### src/rtl/core/gee_pkg.sv
// ----------------------------------------------------------------------------
// gee_pkg - shared types and constants of the gamepad edge event generator
// Logical button positions, event codes, register indexes and the structs
// passed between the decoder and the top level.
// ----------------------------------------------------------------------------
package gee_pkg;

  // Logical buttons, in event order; also the bit positions of the held state
  localparam int NUM_BTN = 12;
  localparam logic [3:0] POS_UP     = 4'd0;
  localparam logic [3:0] POS_DOWN   = 4'd1;
  localparam logic [3:0] POS_LEFT   = 4'd2;
  localparam logic [3:0] POS_RIGHT  = 4'd3;
  localparam logic [3:0] POS_A      = 4'd4;
  localparam logic [3:0] POS_B      = 4'd5;
  localparam logic [3:0] POS_X      = 4'd6;
  localparam logic [3:0] POS_Y      = 4'd7;
  localparam logic [3:0] POS_L      = 4'd8;
  localparam logic [3:0] POS_R      = 4'd9;
  localparam logic [3:0] POS_START  = 4'd10;
  localparam logic [3:0] POS_SELECT = 4'd11;

  // Event codes
  localparam logic [3:0] EV_UP       = 4'd0;
  localparam logic [3:0] EV_DOWN     = 4'd1;
  localparam logic [3:0] EV_LEFT     = 4'd2;
  localparam logic [3:0] EV_RIGHT    = 4'd3;
  localparam logic [3:0] EV_ROTLEFT  = 4'd4;
  localparam logic [3:0] EV_ROTRIGHT = 4'd5;
  localparam logic [3:0] EV_A        = 4'd6;
  localparam logic [3:0] EV_B        = 4'd7;
  localparam logic [3:0] EV_X        = 4'd8;
  localparam logic [3:0] EV_Y        = 4'd9;
  localparam logic [3:0] EV_L        = 4'd10;
  localparam logic [3:0] EV_R        = 4'd11;
  localparam logic [3:0] EV_START    = 4'd12;
  localparam logic [3:0] EV_SELECT   = 4'd13;

  // Configuration register indexes
  localparam logic [1:0] REG_JOYSTICK_PRESENT = 2'd0;
  localparam logic [1:0] REG_AXIS_THRESHOLD   = 2'd1;
  localparam logic [1:0] REG_AUX_AXES_IN_USE  = 2'd2;

  localparam logic [14:0] THRESHOLD_RESET = 15'd8000;
  localparam logic [2:0]  AUX_IN_USE_RESET = 3'd4;

  // Auxiliary trigger axes: supported count and axis fields on the port
  localparam int AUX_AXES       = 4;
  localparam int NUM_AUX_FIELDS = 4;
  localparam logic [3:0] AUX_LIMIT =
    4'((AUX_AXES < NUM_AUX_FIELDS) ? AUX_AXES : NUM_AUX_FIELDS);

  // Signed axis levels
  localparam logic signed [1:0] AXIS_NEG  = -2'sd1;
  localparam logic signed [1:0] AXIS_NONE = 2'sd0;
  localparam logic signed [1:0] AXIS_POS  = 2'sd1;

  typedef struct packed {
    logic        joystick_present;
    logic [14:0] axis_threshold;
    logic [2:0]  aux_axes_in_use;
  } cfg_t;

  typedef struct packed {
    logic [NUM_BTN-1:0] previous_pressed;
    logic               rotate_latched;
    logic               tilt_latched;
  } mode_state_t;

  typedef struct packed {
    logic [NUM_BTN-1:0] press_mask;
    logic               rotate;
    logic signed [1:0]  yaw;
    logic signed [1:0]  pitch;
    mode_state_t        state_next;
  } decode_t;

  // Event code for a button position; left and right turn into rotate events
  function automatic logic [3:0] event_code_of(input logic [3:0] pos, input logic rotate);
    logic [3:0] code;
    unique case (pos)
      POS_UP:     code = EV_UP;
      POS_DOWN:   code = EV_DOWN;
      POS_LEFT:   code = rotate ? EV_ROTLEFT : EV_LEFT;
      POS_RIGHT:  code = rotate ? EV_ROTRIGHT : EV_RIGHT;
      POS_A:      code = EV_A;
      POS_B:      code = EV_B;
      POS_X:      code = EV_X;
      POS_Y:      code = EV_Y;
      POS_L:      code = EV_L;
      POS_R:      code = EV_R;
      POS_START:  code = EV_START;
      POS_SELECT: code = EV_SELECT;
      default:    code = EV_UP;
    endcase
    return code;
  endfunction

endpackage

### src/rtl/core/gee_decode.sv
// ----------------------------------------------------------------------------
// gee_decode - poll decoder
// Combines one poll into twelve logical buttons, resolves rotate and tilt
// modes and gives the press mask and the next held state.
// ----------------------------------------------------------------------------
module gee_decode (
  input  gee_pkg::cfg_t        cfg,
  input  gee_pkg::mode_state_t state,
  input  logic [3:0]           hat_bits,
  input  logic [7:0]           button_bits,
  input  logic [11:0]          key_bits,
  input  logic signed [15:0]   axis_x,
  input  logic signed [15:0]   axis_y,
  input  logic signed [15:0]   aux_axis_a,
  input  logic signed [15:0]   aux_axis_b,
  input  logic signed [15:0]   aux_axis_c,
  input  logic signed [15:0]   aux_axis_d,
  output gee_pkg::decode_t     dec
);

  logic signed [16:0] thr_pos;
  logic signed [16:0] thr_neg;
  logic signed [15:0] aux [gee_pkg::NUM_AUX_FIELDS];
  logic [3:0]  aux_n;
  logic        trig_axis;
  logic [gee_pkg::NUM_BTN-1:0] joy;
  logic [gee_pkg::NUM_BTN-1:0] cur;
  logic [gee_pkg::NUM_BTN-1:0] skip;
  logic        shoulder;
  logic        trigger;
  logic        rotate;
  logic        tilt;

  assign thr_pos = $signed({2'b00, cfg.axis_threshold});
  assign thr_neg = -thr_pos;

  assign aux[0] = aux_axis_a;
  assign aux[1] = aux_axis_b;
  assign aux[2] = aux_axis_c;
  assign aux[3] = aux_axis_d;

  assign aux_n = ({1'b0, cfg.aux_axes_in_use} > gee_pkg::AUX_LIMIT) ?
                 gee_pkg::AUX_LIMIT : {1'b0, cfg.aux_axes_in_use};

  always_comb begin
    trig_axis = 1'b0;
    for (int i = 0; i < gee_pkg::NUM_AUX_FIELDS; i++) begin
      if ((4'(i) < aux_n) && (17'(aux[i]) > thr_pos)) trig_axis = 1'b1;
    end
  end

  // Joystick contribution: hat and buttons, axes as fallback directions
  always_comb begin
    joy = '0;
    if (cfg.joystick_present) begin
      joy[gee_pkg::POS_UP]     = hat_bits[0] | (17'(axis_y) < thr_neg);
      joy[gee_pkg::POS_RIGHT]  = hat_bits[1] | (17'(axis_x) > thr_pos);
      joy[gee_pkg::POS_DOWN]   = hat_bits[2] | (17'(axis_y) > thr_pos);
      joy[gee_pkg::POS_LEFT]   = hat_bits[3] | (17'(axis_x) < thr_neg);
      joy[gee_pkg::POS_B]      = button_bits[0];
      joy[gee_pkg::POS_A]      = button_bits[1];
      joy[gee_pkg::POS_Y]      = button_bits[2];
      joy[gee_pkg::POS_X]      = button_bits[3];
      joy[gee_pkg::POS_L]      = button_bits[4];
      joy[gee_pkg::POS_R]      = button_bits[5];
      joy[gee_pkg::POS_SELECT] = button_bits[6];
      joy[gee_pkg::POS_START]  = button_bits[7];
    end
  end

  // Keys follow the event order except that select comes before start
  always_comb begin
    cur = joy;
    cur[9:0] = joy[9:0] | key_bits[9:0];
    cur[gee_pkg::POS_SELECT] = joy[gee_pkg::POS_SELECT] | key_bits[10];
    cur[gee_pkg::POS_START]  = joy[gee_pkg::POS_START] | key_bits[11];
  end

  assign shoulder = (cur[gee_pkg::POS_L] | cur[gee_pkg::POS_R]) &
                    (|cur[3:0]);
  assign trigger  = (cfg.joystick_present & trig_axis) | shoulder;
  assign rotate   = (cur[gee_pkg::POS_LEFT] | cur[gee_pkg::POS_RIGHT]) &
                    (trigger | state.rotate_latched);
  assign tilt     = (cur[gee_pkg::POS_UP] | cur[gee_pkg::POS_DOWN]) &
                    (trigger | state.tilt_latched);

  always_comb begin
    skip = '0;
    skip[gee_pkg::POS_UP]   = tilt;
    skip[gee_pkg::POS_DOWN] = tilt;
    skip[gee_pkg::POS_L]    = shoulder;
    skip[gee_pkg::POS_R]    = shoulder;
  end

  always_comb begin
    dec.press_mask = cur & ~state.previous_pressed & ~skip;
    dec.rotate     = rotate;
    if (!rotate) dec.yaw = gee_pkg::AXIS_NONE;
    else if (cur[gee_pkg::POS_LEFT]) dec.yaw = gee_pkg::AXIS_NEG;
    else dec.yaw = gee_pkg::AXIS_POS;
    if (!tilt) dec.pitch = gee_pkg::AXIS_NONE;
    else if (cur[gee_pkg::POS_DOWN]) dec.pitch = gee_pkg::AXIS_POS;
    else dec.pitch = gee_pkg::AXIS_NEG;
    dec.state_next.previous_pressed = (cur & ~skip) | (state.previous_pressed & skip);
    dec.state_next.rotate_latched   = rotate;
    dec.state_next.tilt_latched     = tilt;
  end

endmodule

### src/rtl/core/gamepad_edge_event_generator_unit.sv
// ----------------------------------------------------------------------------
// gamepad_edge_event_generator_unit - gamepad button edge event generator
// Turns polls of hat, buttons, keys and axes into serialised press events
// with the continuous rotate and pitch axes of each poll.
// ----------------------------------------------------------------------------
// Each accepted poll is decoded in the cycle it is taken: the twelve logical
// buttons, the rotate and tilt modes and the held state are settled at once,
// and the poll's press events wait as a bit mask in a pending register. One
// item leaves per cycle from the output register while out_ready is high,
// lowest button position first; a poll that presses nothing still sends a
// single item with event_valid low that carries the axes. last_of_run marks
// the final item of each poll. The next poll is taken in the same cycle as
// the previous poll's last item moves to the output register, so polls with
// at most one event stream at one per cycle while out_ready is high.
// Configuration registers are to be written through cfg_we, cfg_index and
// cfg_data only while the block is idle; the block itself does not enforce
// this. An index beyond the last register is dropped.
// ----------------------------------------------------------------------------
module gamepad_edge_event_generator_unit (
  input  logic               clk,
  input  logic               rst,
  // configuration write port
  input  logic               cfg_we,
  input  logic [1:0]         cfg_index,
  input  logic [14:0]        cfg_data,
  // poll items
  input  logic               in_valid,
  output logic               in_ready,
  input  logic [3:0]         hat_bits,
  input  logic [7:0]         button_bits,
  input  logic [11:0]        key_bits,
  input  logic signed [15:0] axis_x,
  input  logic signed [15:0] axis_y,
  input  logic signed [15:0] aux_axis_a,
  input  logic signed [15:0] aux_axis_b,
  input  logic signed [15:0] aux_axis_c,
  input  logic signed [15:0] aux_axis_d,
  // event items
  output logic               out_valid,
  input  logic               out_ready,
  output logic               event_valid,
  output logic [3:0]         event_code,
  output logic               last_of_run,
  output logic signed [1:0]  rotate_axis,
  output logic signed [1:0]  pitch_axis
);

  gee_pkg::cfg_t        cfg;
  gee_pkg::mode_state_t state;
  gee_pkg::decode_t     dec;

  // pending poll: events still to be sent
  logic                        pend_busy;
  logic [gee_pkg::NUM_BTN-1:0] pend_mask;
  logic                        pend_rotate;
  logic signed [1:0]           pend_yaw;
  logic signed [1:0]           pend_pitch;

  logic                        in_accept;
  logic                        advance;
  logic                        sel_found;
  logic [3:0]                  sel_pos;
  logic [gee_pkg::NUM_BTN-1:0] mask_rest;
  logic                        sel_last;

  // Configuration registers
  always_ff @(posedge clk) begin
    if (rst) begin
      cfg.joystick_present <= 1'b0;
      cfg.axis_threshold   <= gee_pkg::THRESHOLD_RESET;
      cfg.aux_axes_in_use  <= gee_pkg::AUX_IN_USE_RESET;
    end else if (cfg_we) begin
      unique case (cfg_index)
        gee_pkg::REG_JOYSTICK_PRESENT: cfg.joystick_present <= cfg_data[0];
        gee_pkg::REG_AXIS_THRESHOLD:   cfg.axis_threshold   <= cfg_data;
        gee_pkg::REG_AUX_AXES_IN_USE:  cfg.aux_axes_in_use  <= cfg_data[2:0];
        default: ;
      endcase
    end
  end

  gee_decode u_decode (
    .cfg         (cfg),
    .state       (state),
    .hat_bits    (hat_bits),
    .button_bits (button_bits),
    .key_bits    (key_bits),
    .axis_x      (axis_x),
    .axis_y      (axis_y),
    .aux_axis_a  (aux_axis_a),
    .aux_axis_b  (aux_axis_b),
    .aux_axis_c  (aux_axis_c),
    .aux_axis_d  (aux_axis_d),
    .dec         (dec)
  );

  // Pick the lowest pending position; the scan runs high to low so the
  // lowest set bit is written last
  always_comb begin
    sel_found = 1'b0;
    sel_pos   = gee_pkg::POS_UP;
    for (int k = gee_pkg::NUM_BTN - 1; k >= 0; k--) begin
      if (pend_mask[k]) begin
        sel_found = 1'b1;
        sel_pos   = 4'(k);
      end
    end
  end

  always_comb begin
    mask_rest = pend_mask;
    if (sel_found) mask_rest[sel_pos] = 1'b0;
  end

  assign sel_last  = (mask_rest == '0);
  assign advance   = pend_busy && (!out_valid || out_ready);
  // take a new poll when nothing is pending, or as the last item leaves
  assign in_ready  = !pend_busy || (advance && sel_last);
  assign in_accept = in_valid && in_ready;

  // Held button state and latched modes advance as each poll is taken
  always_ff @(posedge clk) begin
    if (rst) begin
      state <= '0;
    end else if (in_accept) begin
      state <= dec.state_next;
    end
  end

  // Pending register
  always_ff @(posedge clk) begin
    if (rst) begin
      pend_busy <= 1'b0;
    end else if (in_accept) begin
      pend_busy <= 1'b1;
    end else if (advance && sel_last) begin
      pend_busy <= 1'b0;
    end
  end

  always_ff @(posedge clk) begin
    if (in_accept) begin
      pend_mask   <= dec.press_mask;
      pend_rotate <= dec.rotate;
      pend_yaw    <= dec.yaw;
      pend_pitch  <= dec.pitch;
    end else if (advance) begin
      pend_mask   <= mask_rest;
    end
  end

  // Output register
  always_ff @(posedge clk) begin
    if (rst) begin
      out_valid <= 1'b0;
    end else if (advance) begin
      out_valid <= 1'b1;
    end else if (out_ready) begin
      out_valid <= 1'b0;
    end
  end

  always_ff @(posedge clk) begin
    if (advance) begin
      event_valid <= sel_found;
      event_code  <= sel_found ? gee_pkg::event_code_of(sel_pos, pend_rotate)
                               : gee_pkg::EV_UP;
      last_of_run <= sel_last;
      rotate_axis <= pend_yaw;
      pitch_axis  <= pend_pitch;
    end
  end

`ifndef SYNTHESIS
  // an item without an event is always the only and last item of its poll
  a_empty_is_last: assert property (@(posedge clk) disable iff (rst)
    out_valid && !event_valid |-> last_of_run)
    else $error("empty item not marked last");

  // rotate events only come with a nonzero yaw
  a_rotate_has_yaw: assert property (@(posedge clk) disable iff (rst)
    out_valid && event_valid &&
    (event_code == gee_pkg::EV_ROTLEFT || event_code == gee_pkg::EV_ROTRIGHT)
    |-> rotate_axis != gee_pkg::AXIS_NONE)
    else $error("rotate event without yaw");

  // a poll is taken only when the pending register is free or draining
  a_accept_when_free: assert property (@(posedge clk) disable iff (rst)
    in_accept |-> !pend_busy || (advance && sel_last))
    else $error("poll taken over pending events");

  // an accepted poll always leaves something pending
  a_accept_pends: assert property (@(posedge clk) disable iff (rst)
    in_accept |=> pend_busy)
    else $error("accepted poll not pending");
`endif

endmodule

### config.mk
export PLATFORM = sky130hd
export DESIGN_NAME = gamepad_edge_event_generator_unit
export DESIGN_NICKNAME = d
export VERILOG_FILES = /design/src/rtl/core/gee_pkg.sv /design/src/rtl/core/gee_decode.sv /design/src/rtl/core/gamepad_edge_event_generator_unit.sv
export SDC_FILE = /design/constraint.sdc
export NUM_CORES = 1
export LEC_CHECK = 0
export BUFFER_PORTS_ARGS = -buffer_cell sky130_fd_sc_hd__buf_2
export CORE_ASPECT_RATIO = 0.75
export CORE_MARGIN = 2
export CORE_UTILIZATION = 38
export DETAILED_ROUTE_END_ITERATION = 12
export PLACE_DENSITY = 0.56
export SLEW_MARGIN = 20
export SYNTH_ARGS = -nofsm -noshare
export SYNTH_HDL_FRONTEND = slang
export SYNTH_SLANG_ARGS = --single-unit
### constraint.sdc
create_clock -name clk -period 4.8 [get_ports clk]
set_input_delay 0.24 -clock clk [delete_from_list [all_inputs] [get_ports clk]]
set_output_delay 0.24 -clock clk [all_outputs]
set_load 0.01 [all_outputs]
==> flow_metrics.env, run 1 <==
export IMPL_outcome="finished clean"
export IMPL_clock_latency_on_the_worst_skew_pair_ps=330
export IMPL_synth_xor_area_share=0.0269
export IMPL_netlist_top_cells_count="ha_1, a21oi_1, nand2_1, nor2_1, inv_1"
export IMPL_startpoint_of_the_most_critical_setup_path="cfg[4]"
export IMPL_reg2reg_from="cfg[4]"
export IMPL_fin_skew_ps=5.25
export IMPL_ys_warn_count=0
export IMPL_post_cts_setup_buffers=0
export IMPL_crit_arrival_ps=4610
export IMPL_layout_area_overhead_vs_synth_pct=21.5
export IMPL_synth_top_cell_area_share=0.244
export IMPL_period_share=0.933
export IMPL_grt_pass1_wl_mm=30.6
export IMPL_gp_routability_congestion=1.01
export IMPL_fp_dieH_um=114
export IMPL_finish_cell_count_without_fillers=1062
export IMPL_syn_num_nets=953
export IMPL_seq_area_frac_synth=0.248
export IMPL_die_width_um=150
export IMPL_routed_wl_mm=19.7
export IMPL_vias_in_the_first_global_route=5954
export IMPL_max_vdd_ir_drop_uv=177
export IMPL_design_final_nets=1106
export IMPL_power_per_cell_area_nw_per_um2=248
export IMPL_ctsHoldBuffers=0
export IMPL_core_area_um2=15900
export IMPL_ys_dominant_reg_cell="dfxtp_1"
export IMPL_detailroute_via_count=6039
export IMPL_yosys_area_share_simple=0.205
export IMPL_synth_edf_count=27
export IMPL_grt_max_degree=38
export IMPL_synth_mux_area_fraction=0.00493
export IMPL_timing_rr_end="pend_mask[9]"
export IMPL_dp_cell_count=1044
export IMPL_period_minus_slack_ps=4480
export IMPL_drt_first_iter_violations=370
export IMPL_drt_first_pass_iters=5
export IMPL_drt_wirelength_per_cell_um=18.5
export IMPL_number_of_endpoints_with_negative_hold_slack_in_the_final_report=0
export IMPL_cts_root_to_sink_buffers=2
export IMPL_clock_root_buffer="clkbuf_16"
export IMPL_synth_area_leader_cell="ha_1"
export IMPL_synth_area_top_cells="ha_1, edfxtp_1, dfxtp_1, a21oi_1, nand2_1"
export IMPL_htree_levels=3
export IMPL_async_flop_share=0
export IMPL_required_time_reported_for_the_critical_path_endpoint_ps=4940
export IMPL_setup_worst_path_class="register to register"
export IMPL_tritoncts="yes"
export IMPL_synth_top_family_by_area="adder cells"
export IMPL_n_fill_cell=1576
export IMPL_reg2reg_setup_slack_ps=320
export IMPL_setup_viol=0
export IMPL_rr_worst_depth=15
export IMPL_worst_setup_hold_path_clk_slew_ps=50
export IMPL_rsz0062_at_grt="false"
export IMPL_count_of_instances_resized_after_the_clock_tree_is_built=0
export IMPL_slew_limit_headroom=0.382
export IMPL_synthMostInstantiatedCell="ha_1"
export IMPL_critPathMaxFanout=7
export IMPL_cts_buffers=9
export IMPL_avgSynthCellArea_um2=8.80
export IMPL_antenna_found_initial=3
export IMPL_synth_compound_gate_area_share=0.224
export IMPL_synthesis_area_um2=6090
export IMPL_initial_utilization=0.384
export IMPL_drcViolationCount=0
export IMPL_slew_violations=0
export IMPL_synth_seq_cells=62
export IMPL_drt_vias_per_instance=5.69
export IMPL_design_die_area_um2=17100
export IMPL_worstSetupStartpointType="register"
export IMPL_grt_remaining_overflow=0
export IMPL_sum_of_negative_setup_slack_ps=0
export IMPL_port_bufs=153
export IMPL_maxCapViolations=0
export IMPL_max_slew_worst_pin_slew_ps=919
export IMPL_postRouteAntennaNets=0
export IMPL_grt_use_total=0.232
export IMPL_row_count=40
export IMPL_end_kind="register"
export IMPL_post_synth_fa_ha_maj_area_fraction=0.250
export IMPL_drive_above_1_share=0.238
export IMPL_postSynthCellCount=692
export IMPL_yosysUniqueCellTypes=78
export IMPL_timing_fmax_mhz=223
export IMPL_ios=154
export IMPL_cp_endpoint="pend_mask[9]"
export IMPL_cts_sinks=62
export IMPL_dp_final_hpwl_mm=16.1
export IMPL_hold_path_class="input port to register"
export IMPL_leakagePower_uw=0.00334
==> cells by family (layout without fill, tap and decap cells) <==
kind of cell / Yosys count / count (layout)
AOI/OAI and AO/OA: 193 / 193
xor gates and xnor gates: 14 / 14
adders and majority gates: 122 / 122
buffers and inverters: 59 / 217
DFF: 62 / 62
muxes: 3 / 3
other: 0 / 2
and+or+nand+nor: 239 / 239
==> report_power, final <==
part           internal, uW  leakage [uW]  total, uW  switching, uW
combinational           218       0.00264        512            294
clock                   451      0.000151        679            229
sequential              602      0.000549        645           42.7
total                  1270       0.00334       1840            566
==> flip-flops by register name, indices dropped and copies added (netlist names), named ones only <==
name         count
cfg             19
event_code       4
event_valid      1
last_of_run      1
out_valid        1
pend_busy        1
pend_mask       12
pend_pitch       2
pend_rotate      1
pend_yaw         2
pitch_axis       2
rotate_axis      2
state           10
==> critical path, stage by stage (launching register included) <==
cell and delay (ps):
dfxtp_1 330, inv_1 90, ha_1 210, or4b_4 530, or4_1 480, nor4_1 280, xnor2_1 150, ha_1 320
and4_1 220, nand2_1 80, or3b_2 450, a2111oi_2 350, a221oi_2 160, nor2_2 220, nand2_1 160, o41ai_1 260
==> how the worst min path moves through the flow <==
stage	from	end	depth (start not counted)	slack [ps]
6_report	cfg_data[6]	cfg[9]	2	140
4_1_cts	cfg_data[8]	cfg[11]	2	130
2_1_floorplan	in_valid	pend_busy	2	360
5_1_grt	cfg_data[6]	cfg[9]	2	130
3_3_place_gp	pend_yaw[1]	rotate_axis[1]	0	400
3_5_place_dp	pend_yaw[1]	rotate_axis[1]	0	410
==> routing by layer <==
layer,vias to the layer above,track usage,share of wire
met5,-,0,0
met4,0,0.0503,0.014
met3,20,0.0496,0.072
met2,195,0.371,0.44
met1,2860,0.321,0.48
li1,2964,-,-
==> per-stage QoR <==
stage	instance area [um2]	hold slack, ps	utilization	total power (uW)	worst slack (ps)
6_report	7400	137	0.467	1840	324
5_1_grt	7400	126	0.466	1940	58.9
4_1_cts	7390	128	0.466	1840	124
3_5_place_dp	7080	408	0.446	1160	142
3_3_place_gp	7080	404	0.446	1140	395
2_1_floorplan	6090	357	-	967	574
==> cell usage in the layout, fill, tap and decap left out, types with 10 or more instances in the layout <==
master / instances
a21o_1: 11
a211o_1: 10
nand2_1: 62
nand3_1: 16
a211oi_1: 10
a21oi_1: 66
nor3_1: 20
ha_1: 119
nand4_1: 10
edfxtp_1: 27
inv_1: 38
nor2_1: 56
buf_2: 153
o21ai_0: 21
nor4_1: 11
dfxtp_1: 35
==> area by class of cell <==
class                           instances  area (um2)  share of cell area
Clock inverter                          5        73.8             0.00997
Multi-Input combinational cell        571        4340               0.586
Sequential cell                        62        1510               0.204
Antenna cell                            2        5.00            0.000676
Inverter                               39         146              0.0198
Timing Repair Buffer                  162         833               0.113
Tap cell                              210         263              0.0355
Clock buffer                           11         233              0.0314
(Power assumes the default switching activity.)
==> run 2: changes to the inputs <==
- BUFFER_PORTS_ARGS: -buffer_cell sky130_fd_sc_hd__buf_2 -> not set
- CELL_PAD_IN_SITES_DETAIL_PLACEMENT: not set -> 0
- CELL_PAD_IN_SITES_GLOBAL_PLACEMENT: not set -> 2
- DONT_BUFFER_PORTS: not set -> 1
- PLACE_DENSITY: 0.56 -> 0.76
==> run 2 against run 1 <==
Effect of this change: clock skew is 6.4 ps higher; via count decreased by 11%; clock power down 12%; sequential power increased by 0.9%; flip-flop and latch count did not move; setup slack gained 55 ps; final area is 11% lower; worst hold slack worse by 120 ps.
==> flow_metrics.env, run 2 (synthesis results as in run 1) <==
export IMPL_outcome="finished clean"
export IMPL_gp_routability_congestion=0.909
export IMPL_hold_path_class="input port to register"
export IMPL_grt_max_degree=27
export IMPL_timing_fmax_mhz=226
export IMPL_drt_wirelength_per_cell_um=21.4
export IMPL_antenna_found_initial=0
export IMPL_detailroute_via_count=5357
export IMPL_initial_utilization=0.384
export IMPL_reg2reg_from="cfg[4]"
export IMPL_drt_first_pass_iters=5
export IMPL_required_time_reported_for_the_critical_path_endpoint_ps=4930
export IMPL_layout_area_overhead_vs_synth_pct=8.63
export IMPL_fp_dieH_um=114
export IMPL_layout_cells_most_common="ha_1"
export IMPL_wirelength_met1_mm=9.48
export IMPL_max_vdd_ir_drop_uv=147
export IMPL_num_antenna_cells=0
export IMPL_placement_setup_worst_slack_ps=237
export IMPL_drive_above_1_share=0.0732
export IMPL_grt_use_total=0.233
export IMPL_tritoncts="yes"
export IMPL_startpoint_of_the_most_critical_setup_path="cfg[4]"
export IMPL_cts_buffers=9
export IMPL_number_of_endpoints_with_negative_hold_slack_in_the_final_report=0
export IMPL_clock_latency_on_the_worst_skew_pair_ps=330
export IMPL_reg2reg_setup_slack_ps=380
export IMPL_max_slew_worst_pin_slew_ps=961
export IMPL_port_bufs=0
export IMPL_design_final_nets=953
export IMPL_rr_worst_depth=15
export IMPL_slew_limit_headroom=0.354
export IMPL_design_die_area_um2=17100
export IMPL_drt_first_iter_violations=417
export IMPL_critPathMaxFanout=7
export IMPL_wl_met2_mm=7.84
export IMPL_fin_skew_ps=11.7
export IMPL_row_count=40
export IMPL_drcViolationCount=0
export IMPL_routed_wl_mm=19.5
export IMPL_worst_setup_hold_path_clk_slew_ps=60
export IMPL_dp_final_hpwl_mm=15.9
export IMPL_hold_ws_ps=16.1
export IMPL_cts_root_to_sink_buffers=2
export IMPL_period_minus_slack_ps=4420
export IMPL_largest_register_ff_count=19
export IMPL_power_per_cell_area_nw_per_um2=254
export IMPL_cts_sinks=62
export IMPL_clock_root_buffer="clkbuf_16"
export IMPL_grt_remaining_overflow=0
export IMPL_end_kind="register"
export IMPL_die_width_um=150
export IMPL_most_common_layout_cells="ha_1, a21oi_1, nand2_1, nor2_1, inv_1"
export IMPL_worstSetupStartpointType="register"
export IMPL_setup_viol=0
export IMPL_setup_worst_path_class="register to register"
export IMPL_hold_path_depth=1
export IMPL_highest_layer="met4"
export IMPL_core_area_um2=15900
export IMPL_registers_top_by_ff_count="cfg"
export IMPL_hold_path_startpoint="rst"
export IMPL_slew_violations=0
export IMPL_vias_in_the_first_global_route=5285
export IMPL_htree_levels=3
export IMPL_crit_arrival_ps=4550
export IMPL_ios=154
export IMPL_period_share=0.921
export IMPL_postRouteAntennaNets=0
export IMPL_leakagePower_uw=0.00272
export IMPL_maxCapViolations=0
export IMPL_grt_pass1_wl_mm=30.3
export IMPL_post_layout_util=0.417
export IMPL_largestRegisters="cfg (19), pend_mask (12), state (10)"
export IMPL_met3WireLength_mm=2.07
export IMPL_setup_slack_ps=379
export IMPL_drt_vias_per_instance=5.91
==> run 2: report_power, final <==
group          leakage, uW  switching, uW  internal [uW]  total [uW]
clock network     0.000132            250            350         600
logic              0.00204            253            174         427
registers         0.000549           48.3            602         651
==> run 2: what timing repair did <==
| action | in CTS | in global routing |
|---|---|---|
| hold buffers | 1 | 1 |
| setup endpoints to repair | 0 | 3 |
| hold endpoints to repair | 26 | 1 |
| buffers inserted | 0 | 0 |
| resized for setup | 0 | 2 |
==> run 2: routing by layer <==
layer,global-route usage,vias to the layer above
li1,-,2650
met2,0.334,191
met4,0.0352,0
met3,0.0800,5
met5,0,-
met1,0.343,2511
==> run 2: through the flow <==
stage / area (um2) / TNS, ps / cells / power [uW]
after global placement: 6300 / 0 / 889 / 1070
after detailed placement: 6300 / 0 / 889 / 1070
final: 6620 / 0 / 907 / 1680
after floorplan: 6090 / 0 / 692 / 967
after global routing: 6620 / -4.96 / 907 / 1790
after CTS: 6600 / 0 / 906 / 1690
==> run 2: path summary, 6_finish.rpt <==
| kind | endpoint |
|---|---|
| worst max-delay path | pend_mask[8] |
| worst min-delay path | cfg[14] |
| worst max register to register | pend_mask[8] |
| worst min register to register | rotate_axis[1] |
==> run 2: area by class of cell <==
type / instances / area [um2]
Tap cell: 210 / 263
Fill cell: 1563 / 9250
Inverter: 39 / 146
Sequential cell: 62 / 1510
Timing Repair Buffer: 9 / 82.6
Clock buffer: 9 / 225
Multi-Input combinational cell: 571 / 4340
Clock inverter: 7 / 48.8
==> run 2: critical path, cell delays in order, from the launching register on <==
cell and delay, ps:
dfxtp_1 330, inv_1 80, ha_1 190, or4b_1 580, or4_1 530, nor4_2 210, xnor2_1 140, ha_1 320
and4_1 220, nand2_1 70, or3b_2 450, a2111oi_2 330, a221oi_2 150, nor2_2 220, nand2_1 150, o41ai_1 260
